**config.mk**
```make
export PLATFORM = sky130hd
export DESIGN_NAME = digest_param_name_classifier_unit
export DESIGN_NICKNAME = d
export VERILOG_FILES = /design/src/hdl/dpnc_pkg.sv /design/src/hdl/digest_param_name_classifier_unit.sv
export SDC_FILE = /design/constraint.sdc
export NUM_CORES = 1
export LEC_CHECK = 0
export BUFFER_PORTS_ARGS = -buffer_cell sky130_fd_sc_hd__buf_4
export CORE_ASPECT_RATIO = 1.2
export CORE_MARGIN = 3
export CORE_UTILIZATION = 44
export DETAILED_ROUTE_END_ITERATION = 8
export PLACE_DENSITY = 0.64
export SETUP_SLACK_MARGIN = 0.1
export SYNTH_ARGS = -nofsm -noshare
export SYNTH_HDL_FRONTEND = slang
export SYNTH_SLANG_ARGS = --single-unit
```
**constraint.sdc**
```tcl
create_clock -name clk -period 2.8 [get_ports clk]
set_input_delay 0.42 -clock clk [delete_from_list [all_inputs] [get_ports clk]]
set_output_delay 0.42 -clock clk [all_outputs]
set_load 0.03 [all_outputs]
```
**src/hdl/dpnc_pkg.sv**
```systemverilog
// ----------------------------------------------------------------------------
// dpnc_pkg
// Shared constants and name tables for the digest parameter name classifier.
// ----------------------------------------------------------------------------
`default_nettype none

package dpnc_pkg;

    localparam int MAX_LEN    = 1024;
    localparam int POS_W      = $clog2(MAX_LEN + 1);
    localparam int NAME_COUNT = 10;
    localparam int NAME_DEPTH = 9;
    localparam int OFFSET_W   = 10;
    localparam int TYPE_W     = 4;
    // param_type, equals_offset, parse_ok, padded to whole bytes
    localparam int OUT_W      = 16;

    localparam logic [TYPE_W-1:0] TYPE_USERNAME  = 4'd0;
    localparam logic [TYPE_W-1:0] TYPE_REALM     = 4'd1;
    localparam logic [TYPE_W-1:0] TYPE_NONCE     = 4'd2;
    localparam logic [TYPE_W-1:0] TYPE_URI       = 4'd3;
    localparam logic [TYPE_W-1:0] TYPE_RESPONSE  = 4'd4;
    localparam logic [TYPE_W-1:0] TYPE_CNONCE    = 4'd5;
    localparam logic [TYPE_W-1:0] TYPE_OPAQUE    = 4'd6;
    localparam logic [TYPE_W-1:0] TYPE_QOP       = 4'd7;
    localparam logic [TYPE_W-1:0] TYPE_NC        = 4'd8;
    localparam logic [TYPE_W-1:0] TYPE_ALGORITHM = 4'd9;
    localparam logic [TYPE_W-1:0] TYPE_OTHER     = 4'd10;
    localparam logic [TYPE_W-1:0] NO_MATCH       = 4'd15;

    localparam logic [7:0] CHAR_EQUALS = 8'h3D;
    localparam logic [7:0] CASE_BIT    = 8'h20;

    // names in lower case, indexed by type code
    localparam logic [7:0] NAME_TEXT [NAME_COUNT][NAME_DEPTH] = '{
        '{"u", "s", "e", "r", "n", "a", "m", "e", 8'h00},
        '{"r", "e", "a", "l", "m", 8'h00, 8'h00, 8'h00, 8'h00},
        '{"n", "o", "n", "c", "e", 8'h00, 8'h00, 8'h00, 8'h00},
        '{"u", "r", "i", 8'h00, 8'h00, 8'h00, 8'h00, 8'h00, 8'h00},
        '{"r", "e", "s", "p", "o", "n", "s", "e", 8'h00},
        '{"c", "n", "o", "n", "c", "e", 8'h00, 8'h00, 8'h00},
        '{"o", "p", "a", "q", "u", "e", 8'h00, 8'h00, 8'h00},
        '{"q", "o", "p", 8'h00, 8'h00, 8'h00, 8'h00, 8'h00, 8'h00},
        '{"n", "c", 8'h00, 8'h00, 8'h00, 8'h00, 8'h00, 8'h00, 8'h00},
        '{"a", "l", "g", "o", "r", "i", "t", "h", "m"}
    };

    localparam logic [3:0] NAME_LEN [NAME_COUNT] = '{
        4'd8, 4'd5, 4'd5, 4'd3, 4'd8, 4'd6, 4'd6, 4'd3, 4'd2, 4'd9
    };

endpackage

`default_nettype wire

```
**src/hdl/digest_param_name_classifier_unit.sv**
```systemverilog
// ----------------------------------------------------------------------------
// digest_param_name_classifier_unit
// Classifies the name of a digest parameter from its bytes, one per beat.
// ----------------------------------------------------------------------------
// Usage:
//   The slave side takes one text byte per beat in s_tdata, with s_tlast on
//   the final byte of the parameter text. On the beat carrying s_tlast the
//   block produces one result beat on the master side: the name type, the
//   offset of the first '=' and a parse-ok flag. Other beats give no result.
//   The result register loads at the edge that takes the last byte.
//   Throughput is one byte per cycle while no result is stalled; the
//   per-byte work is a ten-way compare against the name table and a
//   candidate mask update. A new byte is taken while a result waits, as
//   long as that wait ends in the same cycle (s_tready = !m_tvalid ||
//   m_tready). While the receiver stalls with a result pending, s_tready
//   is low and all state holds. Reset clears the match state to the start
//   of a text and drops any pending result; no clearing pass is needed.
// ----------------------------------------------------------------------------
`default_nettype none

module digest_param_name_classifier_unit (
    input  wire logic                     clk,
    input  wire logic                     rst_n,
    input  wire logic                     s_tvalid,
    output logic                          s_tready,
    input  wire logic [7:0]               s_tdata,   // [7:0] data_byte
    input  wire logic                     s_tlast,   // last_byte
    output logic                          m_tvalid,
    input  wire logic                     m_tready,
    // [3:0] param_type, [13:4] equals_offset, [14] parse_ok, [15] zero
    output logic [dpnc_pkg::OUT_W-1:0]    m_tdata
);
    import dpnc_pkg::*;

    logic [POS_W-1:0]      byte_pos_reg,   byte_pos_next;
    logic [NAME_COUNT-1:0] live_reg,       live_next;
    logic [TYPE_W-1:0]     matched_reg,    matched_next;
    logic                  gap_ws_reg,     gap_ws_next;
    logic                  eq_seen_reg,    eq_seen_next;
    logic [OFFSET_W-1:0]   eq_pos_reg,     eq_pos_next;
    logic [TYPE_W-1:0]     chosen_reg,     chosen_next;
    logic                  out_valid_reg,  out_valid_next;
    logic [OUT_W-1:0]      out_data_reg,   out_data_next;

    logic                  accept;
    logic                  active;
    logic                  is_eq;
    logic                  is_ws;
    logic [7:0]            folded;
    logic [NAME_COUNT-1:0] in_name;
    logic [NAME_COUNT-1:0] hit;
    logic [NAME_COUNT-1:0] done;
    logic [TYPE_W-1:0]     first_done;
    logic [TYPE_W-1:0]     res_type;

    assign s_tready = !out_valid_reg || m_tready;
    assign accept   = s_tvalid && s_tready;
    assign m_tvalid = out_valid_reg;
    assign m_tdata  = out_data_reg;

    assign active = !eq_seen_reg && (byte_pos_reg < POS_W'(MAX_LEN));
    assign is_eq  = (s_tdata == CHAR_EQUALS);
    assign is_ws  = (s_tdata == 8'h20) || (s_tdata == 8'h09) ||
                    (s_tdata == 8'h0D) || (s_tdata == 8'h0A);
    assign folded = s_tdata | CASE_BIT;

    always_comb
    begin
        for (int i = 0; i < NAME_COUNT; i++)
        begin
            in_name[i] = live_reg[i] && (byte_pos_reg < POS_W'(NAME_LEN[i]));
            hit[i]     = in_name[i] && (folded == NAME_TEXT[i][byte_pos_reg[3:0]]);
            done[i]    = hit[i] && (byte_pos_reg == POS_W'(NAME_LEN[i] - 4'd1));
        end
        // lowest index wins when two names end on the same byte
        first_done = NO_MATCH;
        for (int i = NAME_COUNT - 1; i >= 0; i--)
        begin
            if (done[i])
            begin
                first_done = TYPE_W'(i);
            end
        end
    end

    always_comb
    begin
        live_next    = live_reg;
        matched_next = matched_reg;
        gap_ws_next  = gap_ws_reg;
        eq_seen_next = eq_seen_reg;
        eq_pos_next  = eq_pos_reg;
        chosen_next  = chosen_reg;

        if (active && is_eq)
        begin
            eq_seen_next = 1'b1;
            eq_pos_next  = OFFSET_W'(byte_pos_reg);
            chosen_next  = (matched_reg != NO_MATCH && gap_ws_reg) ? matched_reg
                                                                   : TYPE_OTHER;
        end
        else if (active)
        begin
            if (matched_reg != NO_MATCH && !is_ws)
            begin
                gap_ws_next = 1'b0;
            end
            live_next = live_reg & ~(in_name & ~hit);
            if (matched_reg == NO_MATCH)
            begin
                matched_next = first_done;
            end
        end

        byte_pos_next = (byte_pos_reg < POS_W'(MAX_LEN)) ? byte_pos_reg + 1'b1
                                                         : byte_pos_reg;

        // result as it stands once this byte is counted
        res_type = (byte_pos_next < POS_W'(4)) ? TYPE_OTHER : chosen_next;
        if (eq_seen_next)
        begin
            out_data_next = {1'b0, 1'b1, eq_pos_next, res_type};
        end
        else
        begin
            out_data_next = {1'b0, 1'b0, OFFSET_W'(0), TYPE_OTHER};
        end

        if (accept && s_tlast)
        begin
            out_valid_next = 1'b1;
        end
        else if (m_tready)
        begin
            out_valid_next = 1'b0;
        end
        else
        begin
            out_valid_next = out_valid_reg;
        end
    end

    always_ff @(posedge clk or negedge rst_n)
    begin
        if (!rst_n)
        begin
            byte_pos_reg  <= '0;
            live_reg      <= '1;
            matched_reg   <= NO_MATCH;
            gap_ws_reg    <= 1'b1;
            eq_seen_reg   <= 1'b0;
            eq_pos_reg    <= '0;
            chosen_reg    <= TYPE_OTHER;
            out_valid_reg <= 1'b0;
        end
        else
        begin
            out_valid_reg <= out_valid_next;
            if (accept && s_tlast)
            begin
                // end of text: start afresh for the next one
                byte_pos_reg <= '0;
                live_reg     <= '1;
                matched_reg  <= NO_MATCH;
                gap_ws_reg   <= 1'b1;
                eq_seen_reg  <= 1'b0;
                eq_pos_reg   <= '0;
                chosen_reg   <= TYPE_OTHER;
            end
            else if (accept)
            begin
                byte_pos_reg <= byte_pos_next;
                live_reg     <= live_next;
                matched_reg  <= matched_next;
                gap_ws_reg   <= gap_ws_next;
                eq_seen_reg  <= eq_seen_next;
                eq_pos_reg   <= eq_pos_next;
                chosen_reg   <= chosen_next;
            end
        end
    end

    always_ff @(posedge clk)
    begin
        if (accept && s_tlast)
        begin
            out_data_reg <= out_data_next;
        end
    end

endmodule

`default_nettype wire

```
## After elaboration in Yosys (flattened, before gate mapping)

Memories as Yosys holds them, arrays and structs flattened.
Index checks and enable logic that the tools add are counted.

| operators by class | value |
|---|---|
| add/subtract/negate cells | 1 |
| magnitude comparators | 9 |
| equal/unequal tests | 24 |
| muxes and demuxes | 61 |
| bitwise operators | 6 |
| reductions and logical operators | 52 |

Operator list:

| kind | count |
|---|---|
| $mux W8 | 20 |
| $eq A8 B8 Y1 | 10 |
| $mux W4 | 18 |
| $mux W10 | 7 |
| $logic_and A1 B1 Y1 | 36 |
| $eq A11 B3 Y1 const B | 3 |
| $lt A11 B3 Y1 const B | 3 |
| $mux W11 | 3 |
| $eq A8 B4 Y1 const B | 3 |
| $lt A11 B2 Y1 const B | 2 |
| $lt A11 B4 Y1 const B | 2 |
| $and A10 B10 Y10 | 2 |
| $not A10 Y10 | 2 |
| $eq A8 B6 Y1 const B | 2 |
| $mux W15 | 1 |
| $add A11 B1 Y11 const B | 1 |
| $eq A11 B1 Y1 const B | 1 |
| $eq A11 B2 Y1 const B | 1 |
| $eq A11 B4 Y1 const B | 1 |
| $lt A11 B11 Y1 const B | 1 |
| $mux W1 | 10 |
| $reduce_bool A2 Y1 | 5 |
| $reduce_and A4 Y1 | 2 |
| $mux W3 | 2 |
| 10 further kinds | 15 |

| storage, ports and cells | value |
|---|---|
| flip-flop bits (word level) | 58 |
| bits in read-only memories | 1280 |
| input port bits | 13 |
| output and inout port bits | 18 |
| word-level logic and storage cells | 174 |
| memories | 10 |

Memories:

| memory | words | bits a word | read ports | clocked after Yosys merged registers in | wr ports | RTL line | text |
|---|---|---|---|---|---|---|---|
| (name not given) | 16 | 8 | 1 | 0 | 0 | digest_param_name_classifier_unit.sv:72 | `hit[i] = in_name[i] && (folded == NAME_TEXT[i][byte_pos_reg[3:0]]);` |
| (name not given) | 16 | 8 | 1 | 0 | 0 | digest_param_name_classifier_unit.sv:72 |  |
| (name not given) | 16 | 8 | 1 | 0 | 0 | digest_param_name_classifier_unit.sv:72 |  |
| (name not given) | 16 | 8 | 1 | 0 | 0 | digest_param_name_classifier_unit.sv:72 |  |
| (name not given) | 16 | 8 | 1 | 0 | 0 | digest_param_name_classifier_unit.sv:72 |  |
| (name not given) | 16 | 8 | 1 | 0 | 0 | digest_param_name_classifier_unit.sv:72 |  |
| +4 memories | - | - | - | - | - | - |  |

## Depth between registers and ports, before layout

| logic depth | value |
|---|---|
| depth in word-level cells | 22 |
| mapped depth | 12 |
| depth with buffers taken out | 10 |

## Least setup slack after synthesis

Ideal clock, no wire load.

| path | value |
|---|---|
| path kind | flip-flop to flip-flop |
| from | register byte_pos_reg[0] |
| to | register matched_reg[0] |
| setup time | 0.083 ns |
| arrival | 2.637 ns |
| setup slack | 0.079 ns |
| cell stages (with the launch flop) | 13 |
| period minus slack after synthesis | 2.721 ns |
| cell sequence | dfrtp_1 > buf_2 > inv_1 > buf_2 > ha_1 > buf_2 > or3b_1 > o21ai_0 > o31ai_1 > nor4_2 > a2bb2oi_1 > o32ai_1 > a221o_1 |

| between the ends | value |
|---|---|
| word-level cells in the longest chain between the ends | 21 |
| elaborated cells between the ends (all ways) | 94 |
| classes of those cells | order compare (6); eq/ne (15); mux (32); bitwise (1); reduce/logical (31); memory (9) |

Ends and longest elaborated chain:

| what | RTL line | text |
|---|---|---|
| start: declaration | digest_param_name_classifier_unit.sv:35 | `logic [POS_W-1:0] byte_pos_reg, byte_pos_next;` |
| start signal: assignment | digest_param_name_classifier_unit.sv:172 | `byte_pos_reg <= byte_pos_next;` |
| $not A4 Y5 (implied by the code) | digest_param_name_classifier_unit.sv:72 |  |
| $mem_v2 Z16 W8 | - |  |
| $mux W8 (implied by the code) (2 in series) | digest_param_name_classifier_unit.sv:72 |  |
| $eq A8 B8 Y1 | digest_param_name_classifier_unit.sv:72 |  |
| $logic_and A1 B1 Y1 | digest_param_name_classifier_unit.sv:72 |  |
| $logic_and A1 B1 Y1 | digest_param_name_classifier_unit.sv:73 | `done[i] = hit[i] && (byte_pos_reg == POS_W'(NAME_LEN[i] - 4'd1));` |
| $mux W3 | digest_param_name_classifier_unit.sv:79 | `if (done[i])` |
| $mux W4 (8 in series) | digest_param_name_classifier_unit.sv:79 |  |
| $mux W4 | digest_param_name_classifier_unit.sv:109 | `if (matched_reg == NO_MATCH)` |
| $mux W4 | digest_param_name_classifier_unit.sv:102 | `else if (active)` |
| $mux W4 | digest_param_name_classifier_unit.sv:95 | `if (active && is_eq)` |
| $mux W4 | digest_param_name_classifier_unit.sv:170 | `else if (accept)` |
| $mux W4 | digest_param_name_classifier_unit.sv:159 | `if (accept && s_tlast)` |
| end signal: assignment | digest_param_name_classifier_unit.sv:174 | `matched_reg <= matched_next;` |
| end: declaration | digest_param_name_classifier_unit.sv:37 | `logic [TYPE_W-1:0] matched_reg, matched_next;` |

Several ways; a longest one is shown, not always the timed one. The select of a mux whose other input is x is not followed.
A chain may end at the register's enable or synchronous reset.

## Worst setup path in the final report

| path | value |
|---|---|
| from | register byte_pos_reg[0] |
| to | register matched_reg[2] |

| between the ends | value |
|---|---|
| word-level cells in the longest chain between the ends | 22 |
| elaborated cells between the ends (all ways) | 104 |
| classes of those cells | order compare (7); eq/ne (17); mux (35); bitwise (1); reduce/logical (34); memory (10) |

Ends and longest elaborated chain:

| what | RTL line |
|---|---|
| $not A4 Y5 (implied by the code) | digest_param_name_classifier_unit.sv:72 |
| $mem_v2 Z16 W8 | - |
| $mux W8 (implied by the code) (2 in series) | digest_param_name_classifier_unit.sv:72 |
| $eq A8 B8 Y1 | digest_param_name_classifier_unit.sv:72 |
| $logic_and A1 B1 Y1 | digest_param_name_classifier_unit.sv:72 |
| $logic_and A1 B1 Y1 | digest_param_name_classifier_unit.sv:73 |
| $mux W3 (2 in series) | digest_param_name_classifier_unit.sv:79 |
| $mux W4 (8 in series) | digest_param_name_classifier_unit.sv:79 |
| $mux W4 | digest_param_name_classifier_unit.sv:109 |
| $mux W4 | digest_param_name_classifier_unit.sv:102 |
| $mux W4 | digest_param_name_classifier_unit.sv:95 |
| $mux W4 | digest_param_name_classifier_unit.sv:170 |
| $mux W4 | digest_param_name_classifier_unit.sv:159 |

Several ways; a longest one is shown, not always the timed one. The select of a mux whose other input is x is not followed.

==> key figures <==
Synth
  • Share of async-settable or async-resettable flops after synthesis: 73.68%
  • Fraction of the yosys area taken by sequential cells: 34.67%
  • Area of the mapped netlist: 0.004392 mm^2
  • Number of distinct library cells after synthesis: 76
  • Primary FF master, synth: sky130_fd_sc_hd__dfrtp_1
  • Mapped Avg Cell Area: 8.714 um^2
  • Post-synthesis instance total: 504
  • Ys Warns: 0
  • Post-synth net total: 527
  • Number of enable-type register cells in the synthesized netlist: 15
  • Total of flip-flops plus latches after synthesis: 57

Detailed routing
  • Number of routed nets with antenna violations: 0
  • Total wire length after detailed routing: 12.32 mm
  • Number of remaining DRC errors: 0
  • First-pass DRT Iterations: 5
  • Vias post-DR: 4,018
  • Number of vias per cell: 6.069
  • Average wire per cell in the routed design: 18.61 um
  • Detailed Route Iter0 Violations: 259

Clock network
  • Clk Tree Root Cell: sky130_fd_sc_hd__clkbuf_16
  • Deepest level of the CTS H-tree: 3
  • Clock slew at reported path FFs: 0.05 ns
  • TritonCTS buffer count: 9
  • TritonCTS Sinks: 57
  • Worst-Skew Late Latency: 0.33 ns
  • TritonCTS clock tree: built
  • Post-cts hold buffer count: 0
  • CTS max path bufs: 2

Worst setup path
  • Endpoint kind of the worst setup timing path: flop
  • Arrival time of data at the critical path endpoint: 2.84 ns
  • Depth of the critical timing path with buffers and inverters included: 8
  • Required @ worst endpoint: 3.05 ns
  • R2r worst-path depth: 8
  • R2R setup slack: 0.21 ns
  • Endpoint of the worst-slack reg-to-reg timing path: matched_reg[2]
  • Critical path cell sequence: buf_4, ha_1, buf_4, xor2_1, o31ai_1, nand4b_1, o211a_1, a221o_1
  • Startpoint Class: flop
  • Cell type group with the largest total delay on the critical path: compound AO/OA/AOI/OAI gates
  • Largest fanout on the critical path: 6
  • Worst flop-to-flop path startpoint: byte_pos_reg[0]
  • Crit path kind: reg2reg
  • Cell with the largest stage delay on the worst path: sky130_fd_sc_hd__o31ai_1
  • Critical path buffers and inverters: 2
  • Launching instance or port of the critical path: byte_pos_reg[0]
  • Most used cell along the critical path: sky130_fd_sc_hd__buf_4
  • Worst path max stage delay: 0.54 ns
  • Destination of the critical timing path: matched_reg[2]

Floorplan
  • Initial standard-cell utilization of the core: 45.69%
  • Row Count: 39
  • Core Footprint: 0.009613 mm^2
  • Num ports: 31
  • Die span in x: 97.20 um
  • Full die area: 0.01122 mm^2
  • Overall die height: 115.4 um

STA
  • Number of endpoints with negative hold slack in the final report: 0
  • Setup repair after global routing missed its margin: yes
  • Number of slew-limit violations in the final report: 0
  • Shortest period the worst path allows: 2.592 ns
  • Worst slew slack as a fraction of its limit: 60.43%
  • Maximum operating frequency: 0.3858 GHz
  • Transition time at the pin with the least slew margin: 0.5885 ns
  • Setup-violating endpoint count in the final report: 0
  • Final cycle utilization of the critical path: 92.57%
  • Fin Clk Skew: 0.006426 ns
  • Total Negative Setup Slacks: 0 ns
  • Worst setup slack after layout: 0.2081 ns

Place
  • Pre-CTS WS: 0.1081 ns
  • Final HPWL DP: 8.751 mm
  • Port buffer count: 29
  • Gpl congestion: 0.9424
  • Count of placed standard cells including taps: 645

Global route
  • Number of global-route vias before repair: 3,915
  • Global-route wire length before repair: 20.47 mm
  • GRT Residual Overflow: 0
  • Antenna violations before repair: 0
  • Total global-route track usage: 22.83%
  • Largest net degree at the start of global routing: 43

Finish
  • Largest register FFs: 15
  • Syn-to-layout area delta: 16.75%
  • Number of standard cells in the final layout excluding fillers: 662
  • Antenna diode instance count: 0
  • Final net count: 557
  • Fraction of layout instances using a drive strength above 1: 22.45%

Worst hold path
  • Type of the tightest min-delay check: in2async

Pwr
  • Leakage dissipation: 2.018 nW
  • Worst vdd rail ir drop: 0.3131 mV
  • Power density of the placed cells: 775.2 mW/mm^2

Flow run
  • # Max-Cap Violations: 0

Outcome
  • Result of the run: finished clean
[layer usage]
layer | GRT usage [%] | vias up | part of all wire, %
met5 | 0 | - | 0
met4 | 13.58 | 0 | 4.8
met3 | 4.455 | 41 | 6.6
met2 | 36.83 | 178 | 47
met1 | 28.63 | 1900 | 42
li1 | - | 1899 | -
[kinds of logic after synthesis]
family	synth area share, %
AO/OA/AOI/OAI	21.80
flip-flops	34.67
buffers and inverters	7.749
multiplexers	1.368
AND/OR/NAND/NOR	25.50
other	0.08539
adder cells (fa/ha/maj)	2.849
XOR/XNOR	5.983
[stage by stage]
stage	hold slack [ns]	utilization [%]	area, um^2	power, W
global placement	0.4491	49.58	4766	0.002801
detailed placement	0.4542	49.58	4766	0.002813
global route	0.1172	53.34	5127	0.004225
floorplan	0.1244	-	4394	0.002392
finish	0.07882	53.34	5127	0.003975
CTS	0.09876	52.71	5067	0.003927
[how the worst min path moves through the flow]
stage | to | slack [ns]
floorplan | byte_pos_reg[0] | 0.12
global placement | eq_pos_reg[5] | 0.45
detailed placement | byte_pos_reg[3] | 0.45
CTS | eq_pos_reg[7] | 0.1
global route | byte_pos_reg[8] | 0.12
finish | eq_pos_reg[7] | 0.08
[report_power, final]
part / total, W / internal [W] / switching (W)
registers: 0.00131 / 0.00113 / 0.000178
logic: 0.00158 / 0.000657 / 0.000924
clock network: 0.00109 / 0.000731 / 0.000358
total: 0.00398 / 0.00252 / 0.00146
[synth_stat cells, drive strengths merged (4+ instances only)]
cell type | count | area share [%]
nand2 | 52 | 4.4
dfstp | 17 | 10
o21a | 4 | 0.68
a22o | 11 | 2.2
inv | 15 | 1.3
xor2 | 9 | 1.8
nor2 | 33 | 3.2
nand3 | 7 | 0.80
nor3b | 7 | 1.3
nor2b | 17 | 2.4
nand2b | 8 | 1.1
mux2i | 6 | 1.4
xnor2 | 21 | 4.2
o21ai | 41 | 4.7
edfxtp | 15 | 10
nand4 | 12 | 2.1
ha | 10 | 2.8
nor4 | 12 | 2.5
nor3 | 18 | 2.1
dfrtp | 25 | 14
o31ai | 12 | 2.1
nand4b | 4 | 0.80
and2 | 4 | 0.57
clkbuf | 22 | 1.9
or3 | 4 | 0.68
o22ai | 5 | 0.71
buf | 26 | 4.6
a41oi | 4 | 0.80
a21oi | 26 | 3.0
a22oi | 4 | 0.68
[cells in the final DEF (no fill, tap or decap), types with 6 or more instances in the layout]
cell type	netlist	final
sky130_fd_sc_hd__a21oi_1	26	26
sky130_fd_sc_hd__a22o_1	10	10
sky130_fd_sc_hd__buf_4	7	66
sky130_fd_sc_hd__clkbuf_16	0	9
sky130_fd_sc_hd__dfrtp_1	25	23
sky130_fd_sc_hd__dfstp_2	17	17
sky130_fd_sc_hd__edfxtp_1	15	15
sky130_fd_sc_hd__ha_1	10	9
sky130_fd_sc_hd__inv_1	14	14
sky130_fd_sc_hd__mux2i_1	6	6
sky130_fd_sc_hd__nand2_1	52	52
sky130_fd_sc_hd__nand2b_1	8	8
sky130_fd_sc_hd__nand3_1	7	7
sky130_fd_sc_hd__nand4_1	11	11
sky130_fd_sc_hd__nor2_1	32	32
sky130_fd_sc_hd__nor2b_1	17	16
sky130_fd_sc_hd__nor3_1	18	18
sky130_fd_sc_hd__nor3b_1	6	6
sky130_fd_sc_hd__nor4_1	8	7
sky130_fd_sc_hd__o21ai_0	41	41
sky130_fd_sc_hd__o31ai_1	12	12
sky130_fd_sc_hd__xnor2_1	21	21
sky130_fd_sc_hd__xor2_1	9	9
[repair_timing]
| action | CTS | global route |
|---|---|---|
| endpoints found under the setup margin | 2 | 6 |
| pin swaps | 0 | 3 |
| buffers inserted | 0 | 1 |
| cloned | 0 | 0 |
| gates resized for setup | 1 | 12 |
[area by class of cell]
type | instances | area [um^2]
Multi-Input combinational cell | 384 | 2586
Fill cell | 865 | 4486
Sequential cell | 57 | 1525
Tap cell | 123 | 153.9
Clock buffer | 13 | 260.3
Clock inverter | 3 | 38.79
Timing Repair Buffer | 67 | 506.7
Inverter | 15 | 56.30
No activity file was read; power rests on OpenSTA's default activity.
